$ cat config.mk
export PLATFORM = sky130hd
export DESIGN_NAME = lru_frame_pool_with_pinning
export DESIGN_NICKNAME = d
export VERILOG_FILES = /design/src/hdl/lfp_pkg.sv /design/src/hdl/lfp_cell.sv /design/src/hdl/lfp_queue.sv /design/src/hdl/lru_frame_pool_with_pinning.sv
export SDC_FILE = /design/constraint.sdc
export NUM_CORES = 1
export LEC_CHECK = 0
export ABC_CLOCK_PERIOD_IN_PS = 3900
export BUFFER_PORTS_ARGS = -buffer_cell sky130_fd_sc_hd__buf_2
export CAP_MARGIN = 20
export CORE_MARGIN = 2
export CORE_UTILIZATION = 49
export DETAILED_ROUTE_END_ITERATION = 16
export GPL_TIMING_DRIVEN = 0
export PLACE_DENSITY = 0.67
export SLEW_MARGIN = 20
export SYNTH_ARGS = -nofsm -noshare
export SYNTH_HDL_FRONTEND = slang
export SYNTH_SLANG_ARGS = --single-unit
$ cat constraint.sdc
create_clock -name i_clk -period 3.9 [get_ports i_clk]
set_clock_uncertainty 0.2 [all_clocks]
set_input_delay 0.78 -clock i_clk [delete_from_list [all_inputs] [get_ports i_clk]]
set_output_delay 0.78 -clock i_clk [all_outputs]
set_load 0.05 [all_outputs]
$ cat src/hdl/lfp_pkg.sv
// Shared definitions for the LRU frame pool: sizes, operation and status codes,
// list codes, queue command and result types, and the sequencer states.
// No dependencies; every other file of the block uses this package.
package lfp_pkg;

    localparam int FRAMES      = 16;
    localparam int BLOCK_BYTES = 4096;

    localparam int IDX_W   = $clog2(FRAMES);
    localparam int CNT_W   = $clog2(FRAMES + 1);
    localparam int OFF_W   = $clog2(BLOCK_BYTES);
    localparam int OP_W    = 3;
    localparam int FRAME_W = 4;
    localparam int LEN_W   = 16;
    localparam int STS_W   = 3;
    localparam int SUM_W   = LEN_W + 1;
    localparam int IN_W    = 56;
    localparam int OUT_W   = 16;

    typedef logic [IDX_W-1:0]   t_idx;
    typedef logic [CNT_W-1:0]   t_cnt;
    typedef logic [OP_W-1:0]    t_op;
    typedef logic [STS_W-1:0]   t_sts;
    typedef logic [1:0]         t_list;
    typedef logic [FRAME_W-1:0] t_frame;

    localparam t_op OP_ALLOC  = 3'd0;
    localparam t_op OP_TOUCH  = 3'd1;
    localparam t_op OP_LOCK   = 3'd2;
    localparam t_op OP_UNLOCK = 3'd3;
    localparam t_op OP_FREE   = 3'd4;
    localparam t_op OP_WRITE  = 3'd5;

    localparam t_sts STS_OK         = 3'd0;
    localparam t_sts STS_NO_FRAME   = 3'd1;
    localparam t_sts STS_LOCKED     = 3'd2;
    localparam t_sts STS_RANGE      = 3'd3;
    localparam t_sts STS_WRONG_LIST = 3'd4;

    localparam t_list LIST_FREE     = 2'd0;
    localparam t_list LIST_OCCUPIED = 2'd1;
    localparam t_list LIST_LOCKED   = 2'd2;

    typedef struct packed {
        logic remove;
        t_idx pos;
        logic push;
        t_idx val;
    } t_qcmd;

    // Packed so that ok lands in bit 0 of the output word.
    typedef struct packed {
        t_frame wb_frame;
        logic   write_back;
        t_frame granted;
        t_sts   status;
        logic   ok;
    } t_result;

    typedef enum logic [1:0] {
        S_IDLE,
        S_LOOK,
        S_EXEC
    } t_state;

endpackage

$ cat src/hdl/lfp_cell.sv
// One cell of a queue chain: holds one frame index and takes its right
// neighbour's entry on a shift or a new entry on a push. Uses lfp_pkg.
module lfp_cell (
    input  logic          i_clk,
    input  logic          i_rst_n,
    input  lfp_pkg::t_idx i_rst_val,
    input  lfp_pkg::t_idx i_right,
    input  lfp_pkg::t_idx i_push_val,
    input  lfp_pkg::t_idx i_key,
    input  logic          i_shift,
    input  logic          i_push,
    output lfp_pkg::t_idx o_val,
    output logic          o_eq
);

    lfp_pkg::t_idx r_val;
    lfp_pkg::t_idx n_val;

    always_comb begin
        priority if (i_push) begin
            n_val = i_push_val;
        end else if (i_shift) begin
            n_val = i_right;
        end else begin
            n_val = r_val;
        end
    end

    always_ff @(posedge i_clk) begin
        if (!i_rst_n) begin
            r_val <= i_rst_val;
        end else begin
            r_val <= n_val;
        end
    end

    assign o_val = r_val;
    assign o_eq  = (r_val == i_key);

endmodule

$ cat src/hdl/lfp_queue.sv
// Ordered frame queue built as a row of lfp_cell instances with a fill count;
// supports removal at any position with compaction and a push at the tail.
// Uses lfp_pkg and lfp_cell.
module lfp_queue (
    input  logic                       i_clk,
    input  logic                       i_rst_n,
    input  logic                       i_full_at_reset,
    input  logic                       i_go,
    input  lfp_pkg::t_qcmd             i_cmd,
    input  lfp_pkg::t_idx              i_key,
    output lfp_pkg::t_idx              o_head,
    output lfp_pkg::t_cnt              o_cnt,
    output logic [lfp_pkg::FRAMES-1:0] o_match
);

    lfp_pkg::t_idx              w_val   [lfp_pkg::FRAMES];
    lfp_pkg::t_idx              w_right [lfp_pkg::FRAMES];
    logic [lfp_pkg::FRAMES-1:0] w_eq;
    lfp_pkg::t_cnt              r_cnt;
    lfp_pkg::t_cnt              n_cnt;
    lfp_pkg::t_cnt              w_push_idx;
    logic                       w_push_ok;

    assign w_push_idx = r_cnt - lfp_pkg::t_cnt'(i_cmd.remove);
    assign w_push_ok  = i_cmd.push && (w_push_idx < lfp_pkg::t_cnt'(lfp_pkg::FRAMES));

    always_comb begin
        if (i_go) begin
            n_cnt = w_push_idx + lfp_pkg::t_cnt'(w_push_ok);
        end else begin
            n_cnt = r_cnt;
        end
    end

    always_ff @(posedge i_clk) begin
        if (!i_rst_n) begin
            r_cnt <= i_full_at_reset ? lfp_pkg::t_cnt'(lfp_pkg::FRAMES) : '0;
        end else begin
            r_cnt <= n_cnt;
        end
    end

    for (genvar g = 0; g < lfp_pkg::FRAMES; g++) begin : g_cell
        localparam lfp_pkg::t_cnt CI = lfp_pkg::t_cnt'(g);

        if (g == lfp_pkg::FRAMES - 1) begin : g_last
            assign w_right[g] = w_val[g];
        end else begin : g_mid
            assign w_right[g] = w_val[g+1];
        end

        lfp_cell u_cell (
            .i_clk      (i_clk),
            .i_rst_n    (i_rst_n),
            .i_rst_val  (lfp_pkg::t_idx'(g)),
            .i_right    (w_right[g]),
            .i_push_val (i_cmd.val),
            .i_key      (i_key),
            .i_shift    (i_go && i_cmd.remove && (lfp_pkg::t_cnt'(i_cmd.pos) <= CI)
                         && ((CI + lfp_pkg::t_cnt'(1)) < r_cnt)),
            .i_push     (i_go && w_push_ok && (w_push_idx == CI)),
            .o_val      (w_val[g]),
            .o_eq       (w_eq[g])
        );

        assign o_match[g] = w_eq[g] && (CI < r_cnt);
    end

    assign o_head = w_val[0];
    assign o_cnt  = r_cnt;

endmodule

$ cat src/hdl/lru_frame_pool_with_pinning.sv
// Top level of the LRU frame pool with pinning: sequencer, frame list and
// dirty marks, and the free and recency queues. Uses lfp_pkg and lfp_queue.
//
// From acceptance to its result standing in the output register, a transaction
// is first captured in S_IDLE, then in S_LOOK the recency cell row is searched
// for the frame and the outcome is decided, and then in S_EXEC both cell chains
// shift or load and the frame list and dirty marks are written.
// One transaction is in work at a time; s_axis_tready is high while the block
// waits for the next one, also while an earlier result waits to be taken, and
// the chain update stalls only when that result has still not been taken.
// Reset makes every frame free at once, with frames 0 upwards queued in order.
module lru_frame_pool_with_pinning (
    input  logic                       i_clk,
    input  logic                       i_rst_n,
    input  logic                       s_axis_tvalid,
    output logic                       s_axis_tready,
    // opcode[2:0], frame[6:3], write_back_on_free[7], byte_offset[19:8], length[55:40]
    input  logic [lfp_pkg::IN_W-1:0]   s_axis_tdata,
    output logic                       m_axis_tvalid,
    input  logic                       m_axis_tready,
    // ok[0], status[3:1], granted_frame[7:4], write_back[8], write_back_frame[12:9]
    output logic [lfp_pkg::OUT_W-1:0]  m_axis_tdata
);

    lfp_pkg::t_state r_state;
    lfp_pkg::t_state n_state;
    logic            w_in_ready;
    logic            w_go;
    logic            w_accept;

    lfp_pkg::t_op            r_op;
    lfp_pkg::t_frame         r_frame;
    logic                    r_wbo;
    logic [lfp_pkg::OFF_W-1:0] r_off;
    logic [lfp_pkg::LEN_W-1:0] r_len;

    lfp_pkg::t_list r_list  [lfp_pkg::FRAMES];
    logic           r_dirty [lfp_pkg::FRAMES];

    lfp_pkg::t_idx              w_free_head;
    lfp_pkg::t_cnt              w_free_cnt;
    logic [lfp_pkg::FRAMES-1:0] w_free_match;
    lfp_pkg::t_idx              w_rec_head;
    lfp_pkg::t_cnt              w_rec_cnt;
    logic [lfp_pkg::FRAMES-1:0] w_rec_match;
    lfp_pkg::t_idx              w_rec_pos;

    lfp_pkg::t_idx  w_fi;
    lfp_pkg::t_idx  w_dirty_addr;
    lfp_pkg::t_list w_lst;
    logic           w_dty;
    logic [lfp_pkg::SUM_W-1:0] w_end;

    lfp_pkg::t_result d_res;
    lfp_pkg::t_qcmd   d_free_cmd;
    lfp_pkg::t_qcmd   d_rec_cmd;
    logic             d_list_we;
    lfp_pkg::t_idx    d_list_idx;
    lfp_pkg::t_list   d_list_val;
    logic             d_dirty_we;
    lfp_pkg::t_idx    d_dirty_idx;
    logic             d_dirty_val;

    lfp_pkg::t_result r_res;
    lfp_pkg::t_qcmd   r_free_cmd;
    lfp_pkg::t_qcmd   r_rec_cmd;
    logic             r_list_we;
    lfp_pkg::t_idx    r_list_idx;
    lfp_pkg::t_list   r_list_val;
    logic             r_dirty_we;
    lfp_pkg::t_idx    r_dirty_idx;
    logic             r_dirty_val;

    logic             r_out_valid;
    logic             n_out_valid;
    lfp_pkg::t_result r_out;

    assign w_accept = s_axis_tvalid && w_in_ready;

    always_comb begin
        n_state = r_state;
        unique case (r_state)
            lfp_pkg::S_IDLE: if (w_accept) begin
                n_state = lfp_pkg::S_LOOK;
            end
            lfp_pkg::S_LOOK: n_state = lfp_pkg::S_EXEC;
            lfp_pkg::S_EXEC: if (w_go) begin
                n_state = lfp_pkg::S_IDLE;
            end
            default: n_state = lfp_pkg::S_IDLE;
        endcase
    end

    always_comb begin
        w_in_ready = 1'b0;
        w_go       = 1'b0;
        unique case (r_state)
            lfp_pkg::S_IDLE: w_in_ready = 1'b1;
            lfp_pkg::S_LOOK: w_go = 1'b0;
            lfp_pkg::S_EXEC: w_go = !r_out_valid || m_axis_tready;
            default: w_in_ready = 1'b0;
        endcase
    end

    always_ff @(posedge i_clk) begin
        if (!i_rst_n) begin
            r_state <= lfp_pkg::S_IDLE;
        end else begin
            r_state <= n_state;
        end
    end

    always_ff @(posedge i_clk) begin
        if (w_accept) begin
            r_op    <= s_axis_tdata[2:0];
            r_frame <= s_axis_tdata[6:3];
            r_wbo   <= s_axis_tdata[7];
            r_off   <= s_axis_tdata[8 +: lfp_pkg::OFF_W];
            r_len   <= s_axis_tdata[55:40];
        end
    end

    lfp_queue u_free_q (
        .i_clk           (i_clk),
        .i_rst_n         (i_rst_n),
        .i_full_at_reset (1'b1),
        .i_go            (w_go),
        .i_cmd           (r_free_cmd),
        .i_key           (w_fi),
        .o_head          (w_free_head),
        .o_cnt           (w_free_cnt),
        .o_match         (w_free_match)
    );

    lfp_queue u_rec_q (
        .i_clk           (i_clk),
        .i_rst_n         (i_rst_n),
        .i_full_at_reset (1'b0),
        .i_go            (w_go),
        .i_cmd           (r_rec_cmd),
        .i_key           (w_fi),
        .o_head          (w_rec_head),
        .o_cnt           (w_rec_cnt),
        .o_match         (w_rec_match)
    );

    always_comb begin
        w_rec_pos = '0;
        for (int i = 0; i < lfp_pkg::FRAMES; i++) begin
            if (w_rec_match[i]) begin
                w_rec_pos = w_rec_pos | lfp_pkg::t_idx'(i);
            end
        end
    end

    assign w_fi         = lfp_pkg::t_idx'(r_frame);
    assign w_dirty_addr = (r_op == lfp_pkg::OP_ALLOC) ? w_rec_head : w_fi;
    assign w_lst        = r_list[w_fi];
    assign w_dty        = r_dirty[w_dirty_addr];
    assign w_end        = lfp_pkg::SUM_W'(r_off) + lfp_pkg::SUM_W'(r_len);

    always_comb begin
        d_res       = '0;
        d_free_cmd  = '0;
        d_rec_cmd   = '0;
        d_list_we   = 1'b0;
        d_list_idx  = w_fi;
        d_list_val  = lfp_pkg::LIST_FREE;
        d_dirty_we  = 1'b0;
        d_dirty_idx = w_fi;
        d_dirty_val = 1'b0;
        d_free_cmd.val = w_fi;
        d_rec_cmd.val  = w_fi;
        d_rec_cmd.pos  = w_rec_pos;

        if (r_op == lfp_pkg::OP_ALLOC) begin
            if (w_free_cnt != '0) begin
                d_free_cmd.remove = 1'b1;
                d_free_cmd.pos    = '0;
                d_rec_cmd.push    = 1'b1;
                d_rec_cmd.val     = w_free_head;
                d_list_we         = 1'b1;
                d_list_idx        = w_free_head;
                d_list_val        = lfp_pkg::LIST_OCCUPIED;
                d_res.ok          = 1'b1;
                d_res.granted     = lfp_pkg::t_frame'(w_free_head);
            end else if (w_rec_cnt != '0) begin
                d_res.write_back  = w_dty;
                d_res.wb_frame    = w_dty ? lfp_pkg::t_frame'(w_rec_head) : '0;
                d_dirty_we        = 1'b1;
                d_dirty_idx       = w_rec_head;
                d_rec_cmd.remove  = 1'b1;
                d_rec_cmd.pos     = '0;
                d_rec_cmd.push    = 1'b1;
                d_rec_cmd.val     = w_rec_head;
                d_res.ok          = 1'b1;
                d_res.granted     = lfp_pkg::t_frame'(w_rec_head);
            end else begin
                d_res.status = lfp_pkg::STS_NO_FRAME;
            end
        end else if (r_op > lfp_pkg::OP_WRITE) begin
            d_res.status = lfp_pkg::STS_WRONG_LIST;
        end else if (int'(r_frame) >= lfp_pkg::FRAMES) begin
            d_res.status = lfp_pkg::STS_NO_FRAME;
        end else begin
            unique case (r_op)
                lfp_pkg::OP_TOUCH: begin
                    if (w_lst == lfp_pkg::LIST_OCCUPIED) begin
                        d_rec_cmd.remove = 1'b1;
                        d_rec_cmd.push   = 1'b1;
                        d_res.ok         = 1'b1;
                    end else begin
                        d_res.status = lfp_pkg::STS_WRONG_LIST;
                    end
                end
                lfp_pkg::OP_LOCK: begin
                    if (w_lst == lfp_pkg::LIST_OCCUPIED) begin
                        d_rec_cmd.remove = 1'b1;
                        d_list_we        = 1'b1;
                        d_list_val       = lfp_pkg::LIST_LOCKED;
                        d_res.ok         = 1'b1;
                    end else begin
                        d_res.status = lfp_pkg::STS_WRONG_LIST;
                    end
                end
                lfp_pkg::OP_UNLOCK: begin
                    if (w_lst == lfp_pkg::LIST_LOCKED) begin
                        d_rec_cmd.push = 1'b1;
                        d_list_we      = 1'b1;
                        d_list_val     = lfp_pkg::LIST_OCCUPIED;
                        d_res.ok       = 1'b1;
                    end else begin
                        d_res.status = lfp_pkg::STS_WRONG_LIST;
                    end
                end
                lfp_pkg::OP_FREE: begin
                    if (w_lst != lfp_pkg::LIST_FREE) begin
                        d_res.write_back = w_dty && r_wbo;
                        d_res.wb_frame   = (w_dty && r_wbo) ? r_frame : '0;
                        d_rec_cmd.remove = (w_lst == lfp_pkg::LIST_OCCUPIED);
                        d_dirty_we       = 1'b1;
                        d_list_we        = 1'b1;
                        d_list_val       = lfp_pkg::LIST_FREE;
                        d_free_cmd.push  = 1'b1;
                    end
                    d_res.ok = 1'b1;
                end
                lfp_pkg::OP_WRITE: begin
                    priority if (w_lst == lfp_pkg::LIST_LOCKED) begin
                        d_res.status = lfp_pkg::STS_LOCKED;
                    end else if (w_end > lfp_pkg::SUM_W'(lfp_pkg::BLOCK_BYTES)) begin
                        d_res.status = lfp_pkg::STS_RANGE;
                    end else if (w_lst != lfp_pkg::LIST_OCCUPIED) begin
                        d_res.status = lfp_pkg::STS_WRONG_LIST;
                    end else begin
                        d_dirty_we  = 1'b1;
                        d_dirty_val = 1'b1;
                        d_res.ok    = 1'b1;
                    end
                end
                default: d_res.status = lfp_pkg::STS_WRONG_LIST;
            endcase
        end
    end

    always_ff @(posedge i_clk) begin
        if (!i_rst_n) begin
            r_free_cmd <= '0;
            r_rec_cmd  <= '0;
            r_list_we  <= 1'b0;
            r_dirty_we <= 1'b0;
        end else if (r_state == lfp_pkg::S_LOOK) begin
            r_free_cmd <= d_free_cmd;
            r_rec_cmd  <= d_rec_cmd;
            r_list_we  <= d_list_we;
            r_dirty_we <= d_dirty_we;
        end
    end

    always_ff @(posedge i_clk) begin
        if (r_state == lfp_pkg::S_LOOK) begin
            r_res       <= d_res;
            r_list_idx  <= d_list_idx;
            r_list_val  <= d_list_val;
            r_dirty_idx <= d_dirty_idx;
            r_dirty_val <= d_dirty_val;
        end
    end

    always_ff @(posedge i_clk) begin
        if (!i_rst_n) begin
            for (int i = 0; i < lfp_pkg::FRAMES; i++) begin
                r_list[i]  <= lfp_pkg::LIST_FREE;
                r_dirty[i] <= 1'b0;
            end
        end else if (w_go) begin
            if (r_list_we) begin
                r_list[r_list_idx] <= r_list_val;
            end
            if (r_dirty_we) begin
                r_dirty[r_dirty_idx] <= r_dirty_val;
            end
        end
    end

    always_comb begin
        if (w_go) begin
            n_out_valid = 1'b1;
        end else begin
            n_out_valid = r_out_valid && !m_axis_tready;
        end
    end

    always_ff @(posedge i_clk) begin
        if (!i_rst_n) begin
            r_out_valid <= 1'b0;
        end else begin
            r_out_valid <= n_out_valid;
        end
    end

    always_ff @(posedge i_clk) begin
        if (w_go) begin
            r_out <= r_res;
        end
    end

    assign s_axis_tready = w_in_ready;
    assign m_axis_tvalid = r_out_valid;
    assign m_axis_tdata  = {(lfp_pkg::OUT_W - $bits(lfp_pkg::t_result))'(0), r_out};

endmodule

# ---- After elaboration in Yosys (flattened, before gate mapping)
# Memory sizes are Yosys's and may differ from the RTL's. A register that Yosys moved wholly into a read port is not among the register bits.
# Cells that the tools add are included.
# Widths: inputs -> output; s select.
dict set report totals {
  register_bits 236
  ram_bits 48
  input_bits 60
  elab_cells 518
  memories 2
}
# memory words width rd rd_clocked_by_memory_dff wr line_no
set mem_list {}
lappend mem_list {r_list 16 2 1 1 16 lru_frame_pool_with_pinning.sv:37} ;# lfp_pkg::t_list r_list [lfp_pkg::FRAMES];
lappend mem_list {r_dirty 16 1 1 0 16 lru_frame_pool_with_pinning.sv:38} ;# logic r_dirty [lfp_pkg::FRAMES];
dict set report op_classes {
  addsub 5
  magnitude_cmp 64
  eq_ne 57
  n_mux 163
  bitwise_logic 1
  reduce_logical 161
}
# cell n
set ops {}
lappend ops {{$mux 4} 83}
lappend ops {{$logic_and 1x1->1} 116}
lappend ops {{$eq 5x4->1 const B} 16}
lappend ops {{$lt 4x5->1 const A} 16}
lappend ops {{$reduce_bool 2->1} 31}
lappend ops {{$eq 4x4->1} 15}
lappend ops {{$le 4x4->1 const B} 14}
lappend ops {{$mux 5} 9}
lappend ops {{$mux 1} 42}
lappend ops {{$eq 5x3->1 const B} 8}
lappend ops {{$lt 3x5->1 const A} 8}
lappend ops {{$mux 3} 11}
lappend ops {{$le 4x3->1 const B} 8}
lappend ops {{$eq 5x2->1 const B} 4}
lappend ops {{$lt 2x5->1 const A} 4}
lappend ops {{$add 12x16->17} 1}
lappend ops {{$gt 17x13->1 const B} 1}
lappend ops {{$le 4x1->1 const B} 4}
lappend ops {{$le 4x2->1 const B} 4}
lappend ops {{$mux 2} 8}
lappend ops {{$pmux 3 s4} 1}
lappend ops {{$add 5x1->5} 2}
lappend ops {{$eq 5x1->1 const B} 2}
lappend ops {{$logic_not 5->1} 2}
lappend ops {{28 further kinds} 41}

# ---- Logic depth before layout (Yosys ltp)
dict set report depth {
  ltp_word 20
  depth_mapped 14
  depth_no_buf 13
}

# ---- Cells and area by module
# Synthesis repeated with hierarchy kept, for this count alone.
dict set report unflattened {
  hier_cells 1639
  area_unflattened_um2 17428.0
}
# module instances cells_per_inst area_each_um2
set modules_own_cells {}
lappend modules_own_cells {lfp_cell 32 24 267.8}
lappend modules_own_cells {lru_frame_pool_with_pinning 1 583 6767.7}
lappend modules_own_cells {lfp_queue 2 144 1046.0}

# ---- Least setup slack after synthesis
# OpenSTA, ideal clock, no wires.
dict set report synth_timing {
  path_kind {flip-flop to flip-flop}
  startpoint {register r_state[1]}
  endpoint {register (tool-made name)}
  setup_time_ps 123
  arrival_ps 2813
  required_time_ps 3577
  path_slack_ps 764
  path_stages_with_launch 5
  n_path_buf 1
  period_less_slack_ps 3136
  path_cell_list {dfxtp_1 -> nor2_1 -> and2_1 -> clkbuf_1 -> mux2_2}
}
# element line_no
set synth_rtl {}
lappend synth_rtl {{start: declaration} lru_frame_pool_with_pinning.sv:25} ;# lfp_pkg::t_state r_state;
lappend synth_rtl {{start signal: assignment} lru_frame_pool_with_pinning.sv:107} ;# r_state <= lfp_pkg::S_IDLE;
lappend synth_rtl {{start signal: assignment} lru_frame_pool_with_pinning.sv:109} ;# r_state <= n_state;

==> run_results.csv <==
group,metric,value,unit
power_and_ir_drop,p_leak,6.64,nW
critical_path,cp.required,4.07,ns
hold_path,hold_path_class,"in -> reg",
status,status,"completed",
critical_path,critPathKind,"reg -> reg",
cells_and_area,fin_cells,2018,
global_route,grt_pass1_vias,11500,
clocking,clock_path_buffers,3,
die,start_util,0.500,
cells_and_area,nets,1685,
clocking,clock_sinks,284,
power_and_ir_drop,p_per_area,404,nW/um2
clocking,cts_hold_buf,0,
drt,dr.first_iter.drc_count,1014,
clocking,numCtsBuffers,31,
power_and_ir_drop,vdd_drop_max,0.000365,V
cells_and_area,drive_gt1_frac,0.132,
logic_synthesis,synth_top_area_cell,"dfxtp_1",
critical_path,path_max_fanout,4,
global_route,antenna_found_initial,0,
logic_synthesis,synthCells,1514,
critical_path,worst_ep_arrival_time,3.81,ns
sta,slew_headroom,0.345,
clocking,clockRootBuffer,"clkbuf_16",
global_route,grt_start_max_net_pins,34,
die,placementRows,63,
clocking,tritoncts,"built",
drt,drc,0,
logic_synthesis,syn_area,14900,um2
cells_and_area,syn2layout_area_growth,12.3,%
placement,gp_congestion,0.941,
drt,vias,11800,
sta,drv_slew,0,
run,maxCapViolations,0,
sta,finalSetupTns,0,ns
critical_path,crit_path_top_delay_cell,"fa_1",
sta,grt_setup_unrepaired,"no",
global_route,grt-ovfl-total,0,
drt,firstDrtPassIters,7,
critical_path,endpoint_kind,"flop",
drt,postRouteAntennaNets,0,
critical_path,critPathMaxStageDelay,0.42,ns
logic_synthesis,synth_top_area_share,0.240,
logic_synthesis,async_reset_ff_frac,0,
drt,routedWlPerCell,19.8,um
sta,fin_crit,3.64,ns
die,die_area,31800,um2
critical_path,path_cells,"ha_1 > fa_1 > a21o_1 > a21oi_1 > mux2i_1 > a2111oi_1 > o2111ai_1 > o41ai_2 > nand3_1 > o31ai_1",
clocking,insertion_delay,0.57,ns
logic_synthesis,syn_area_per_cell,9.85,um2
sta,fmaxAchievable,275,MHz
die,die-width,178,um
clocking,clkTransAtPathRegs,0.06,ns
global_route,grt_first_pass_wirelength,63500,um
drt,vias_per_cell,5.85,
sta,worst_pin_slew,0.975,ns
placement,dp.cells,1961,
placement,port_buffers,54,
placement,post-dp-hpwl,29400,um
cells_and_area,insertedDiodeCount,0,
logic_synthesis,synthDistinctLibCells,86,
logic_synthesis,seq_area_frac_synth,0.452,
clocking,post_cts_buffers,0,
sta,finalCritPeriodShare,0.933,
global_route,gr-usage-all-layers,0.256,
logic_synthesis,synth_edf_count,105,
drt,wl,40000,um
clocking,htree_levels,1,
logic_synthesis,synth_ff_type,"dfxtp_1",
logic_synthesis,synth-seq-cells,284,
sta,hold_violations,0,
clocking,post_cts_resized,0,
die,die_h,178,um
logic_synthesis,synth_area_leaders,"dfxtp_1 24%, edfxtp_1 21%, mux2i_1 9.3%, nand2_1 6.1%, xnor2_1 3.2%",
die,coreArea,29800,um2
cells_and_area,nFillCells,2656,
logic_synthesis,ys_warn_count,0,
critical_path,startpoint_type,"flop",
die,num_io_pins,78,
sta,setup_viol,0,
## report_power, final
group / switching [W] / total [W] / internal [W]
Combinational: 0.000416 / 0.000629 / 0.000213
Sequential: 0.0000345 / 0.00318 / 0.00315
Clock: 0.00123 / 0.00295 / 0.00172
Total: 0.00168 / 0.00676 / 0.00508
## per-stage QoR
step	utilization	area (um2)	power [W]	hold WS [ns]	setup slack, ns
detailed placement	0.527	15700	0.00387	0.205	0.299
global route	0.562	16700	0.00698	0.169	0.0719
floorplan	-	14900	0.00366	0.200	0.764
CTS	0.562	16700	0.00680	0.164	0.273
global placement	0.526	15700	0.00385	0.203	0.286
finish	0.562	16700	0.00676	0.180	0.260
## layout make-up
cell class                 instances  area (um2)  share of cell area
clock buffer                      42         887              0.0530
tap                              390         488              0.0291
sequential                       284        6740               0.402
clock inverter                    15         145             0.00867
multi-input combinational       1097        7620               0.455
buffer                           112         478              0.0285
timing repair buffer              55         298              0.0178
inverter                          23        86.3             0.00516
## cells by family after synthesis
family | count (synthesis) | share of synthesized area
AND/OR/NAND/NOR | 506 | 0.163
AO/OA/AOI/OAI | 301 | 0.144
multiplexers | 186 | 0.138
XOR/XNOR | 80 | 0.0470
flip-flops | 284 | 0.452
other | 1 | 0.000251
adder cells (fa/ha/maj) | 21 | 0.0181
buffers and inverters | 135 | 0.0376
## placed cells by master (no fill, tap or decap), types with 12 or more instances in the layout
cell,n
ha_1,20
nor3_1,24
o211a_1,47
a21oi_1,36
buf_2,75
nand3_1,21
xnor2_1,55
buf_1,12
nand2_1,243
nor2b_1,16
o211ai_1,15
mux2_2,33
xor2_1,25
nor2_1,81
nand2b_1,19
o31ai_1,17
clkbuf_16,31
nand4_1,17
clkbuf_1,74
inv_1,23
o21ai_1,14
dfxtp_1,179
edfxtp_1,105
o21ai_0,88
mux2i_1,138
and2_1,22
## per-layer routing
layer,wire (um),global-route usage,up-vias,part of all wire
met1,18000,0.349,5723,0.45
li1,-,-,5630,-
met4,962,0.0661,0,0.024
met3,2440,0.0345,79,0.061
met2,18700,0.427,374,0.47
met5,0,0,-,0
## state kept, by name, indices dropped and copies added, names as in the netlist, 2 cells and up, named ones only
signal	flops
r_rec_cmd	10
u_free_q.g_cell.u_cell.o_val	64
u_rec_q.o_cnt	5
r_free_cmd	6
r_op	3
r_frame	4
r_dirty	16
r_list_val	2
r_list	32
r_dirty_idx	4
u_free_q.o_cnt	5
r_state	2
r_list_idx	4
m_axis_tdata	13
r_len	16
r_res	13
u_rec_q.g_cell.u_cell.o_val	64
r_off	12
## cells in the mapped netlist, drive strengths merged, types with 4 or more instances
master   number
nand2       243
dfxtp       179
mux2i       140
edfxtp      105
o21ai       102
nor2         82
clkbuf       74
xnor2        55
o211a        47
a21oi        38
buf          38
mux2         36
nor3         27
xor2         25
inv          23
and2         22
nand2b       21
nand3        21
ha           20
nor2b        18
nand4        17
o31ai        17
o211ai       15
and3         11
a31oi        10
mux4         10
a21boi        9
or3           9
o21a          8
o311a         8
or2           8
nor4          6
a21o          5
nor3b         5
o2111ai       5
o22ai         5
o311ai        4
or4           4
## path summary, 6_finish.rpt
kind,from,to,slack [ns],depth (start not counted)
setup / recovery,r_off[0]$_DFFE_PP_,r_res[0]$_DFFE_PN_,0.26,10
hold / removal,s_axis_tdata[7],r_wbo$_DFFE_PP_,0.18,1
setup reg to reg,r_off[0]$_DFFE_PP_,r_res[0]$_DFFE_PN_,0.26,10
hold reg to reg,r_res[4]$_SDFFCE_PN0N_,m_axis_tdata[4]$_DFFE_PP_,0.22,0
## worst max-delay path: cells and delay by family (launching register included)
family                     cells  cell delay (ns)
and+or+nand+nor                1             0.29
adders and majority gates      2             0.68
AOI/OAI and AO/OA              6             1.78
DFF                            1             0.37
muxes                          1             0.11
(Power assumes the default switching activity.)
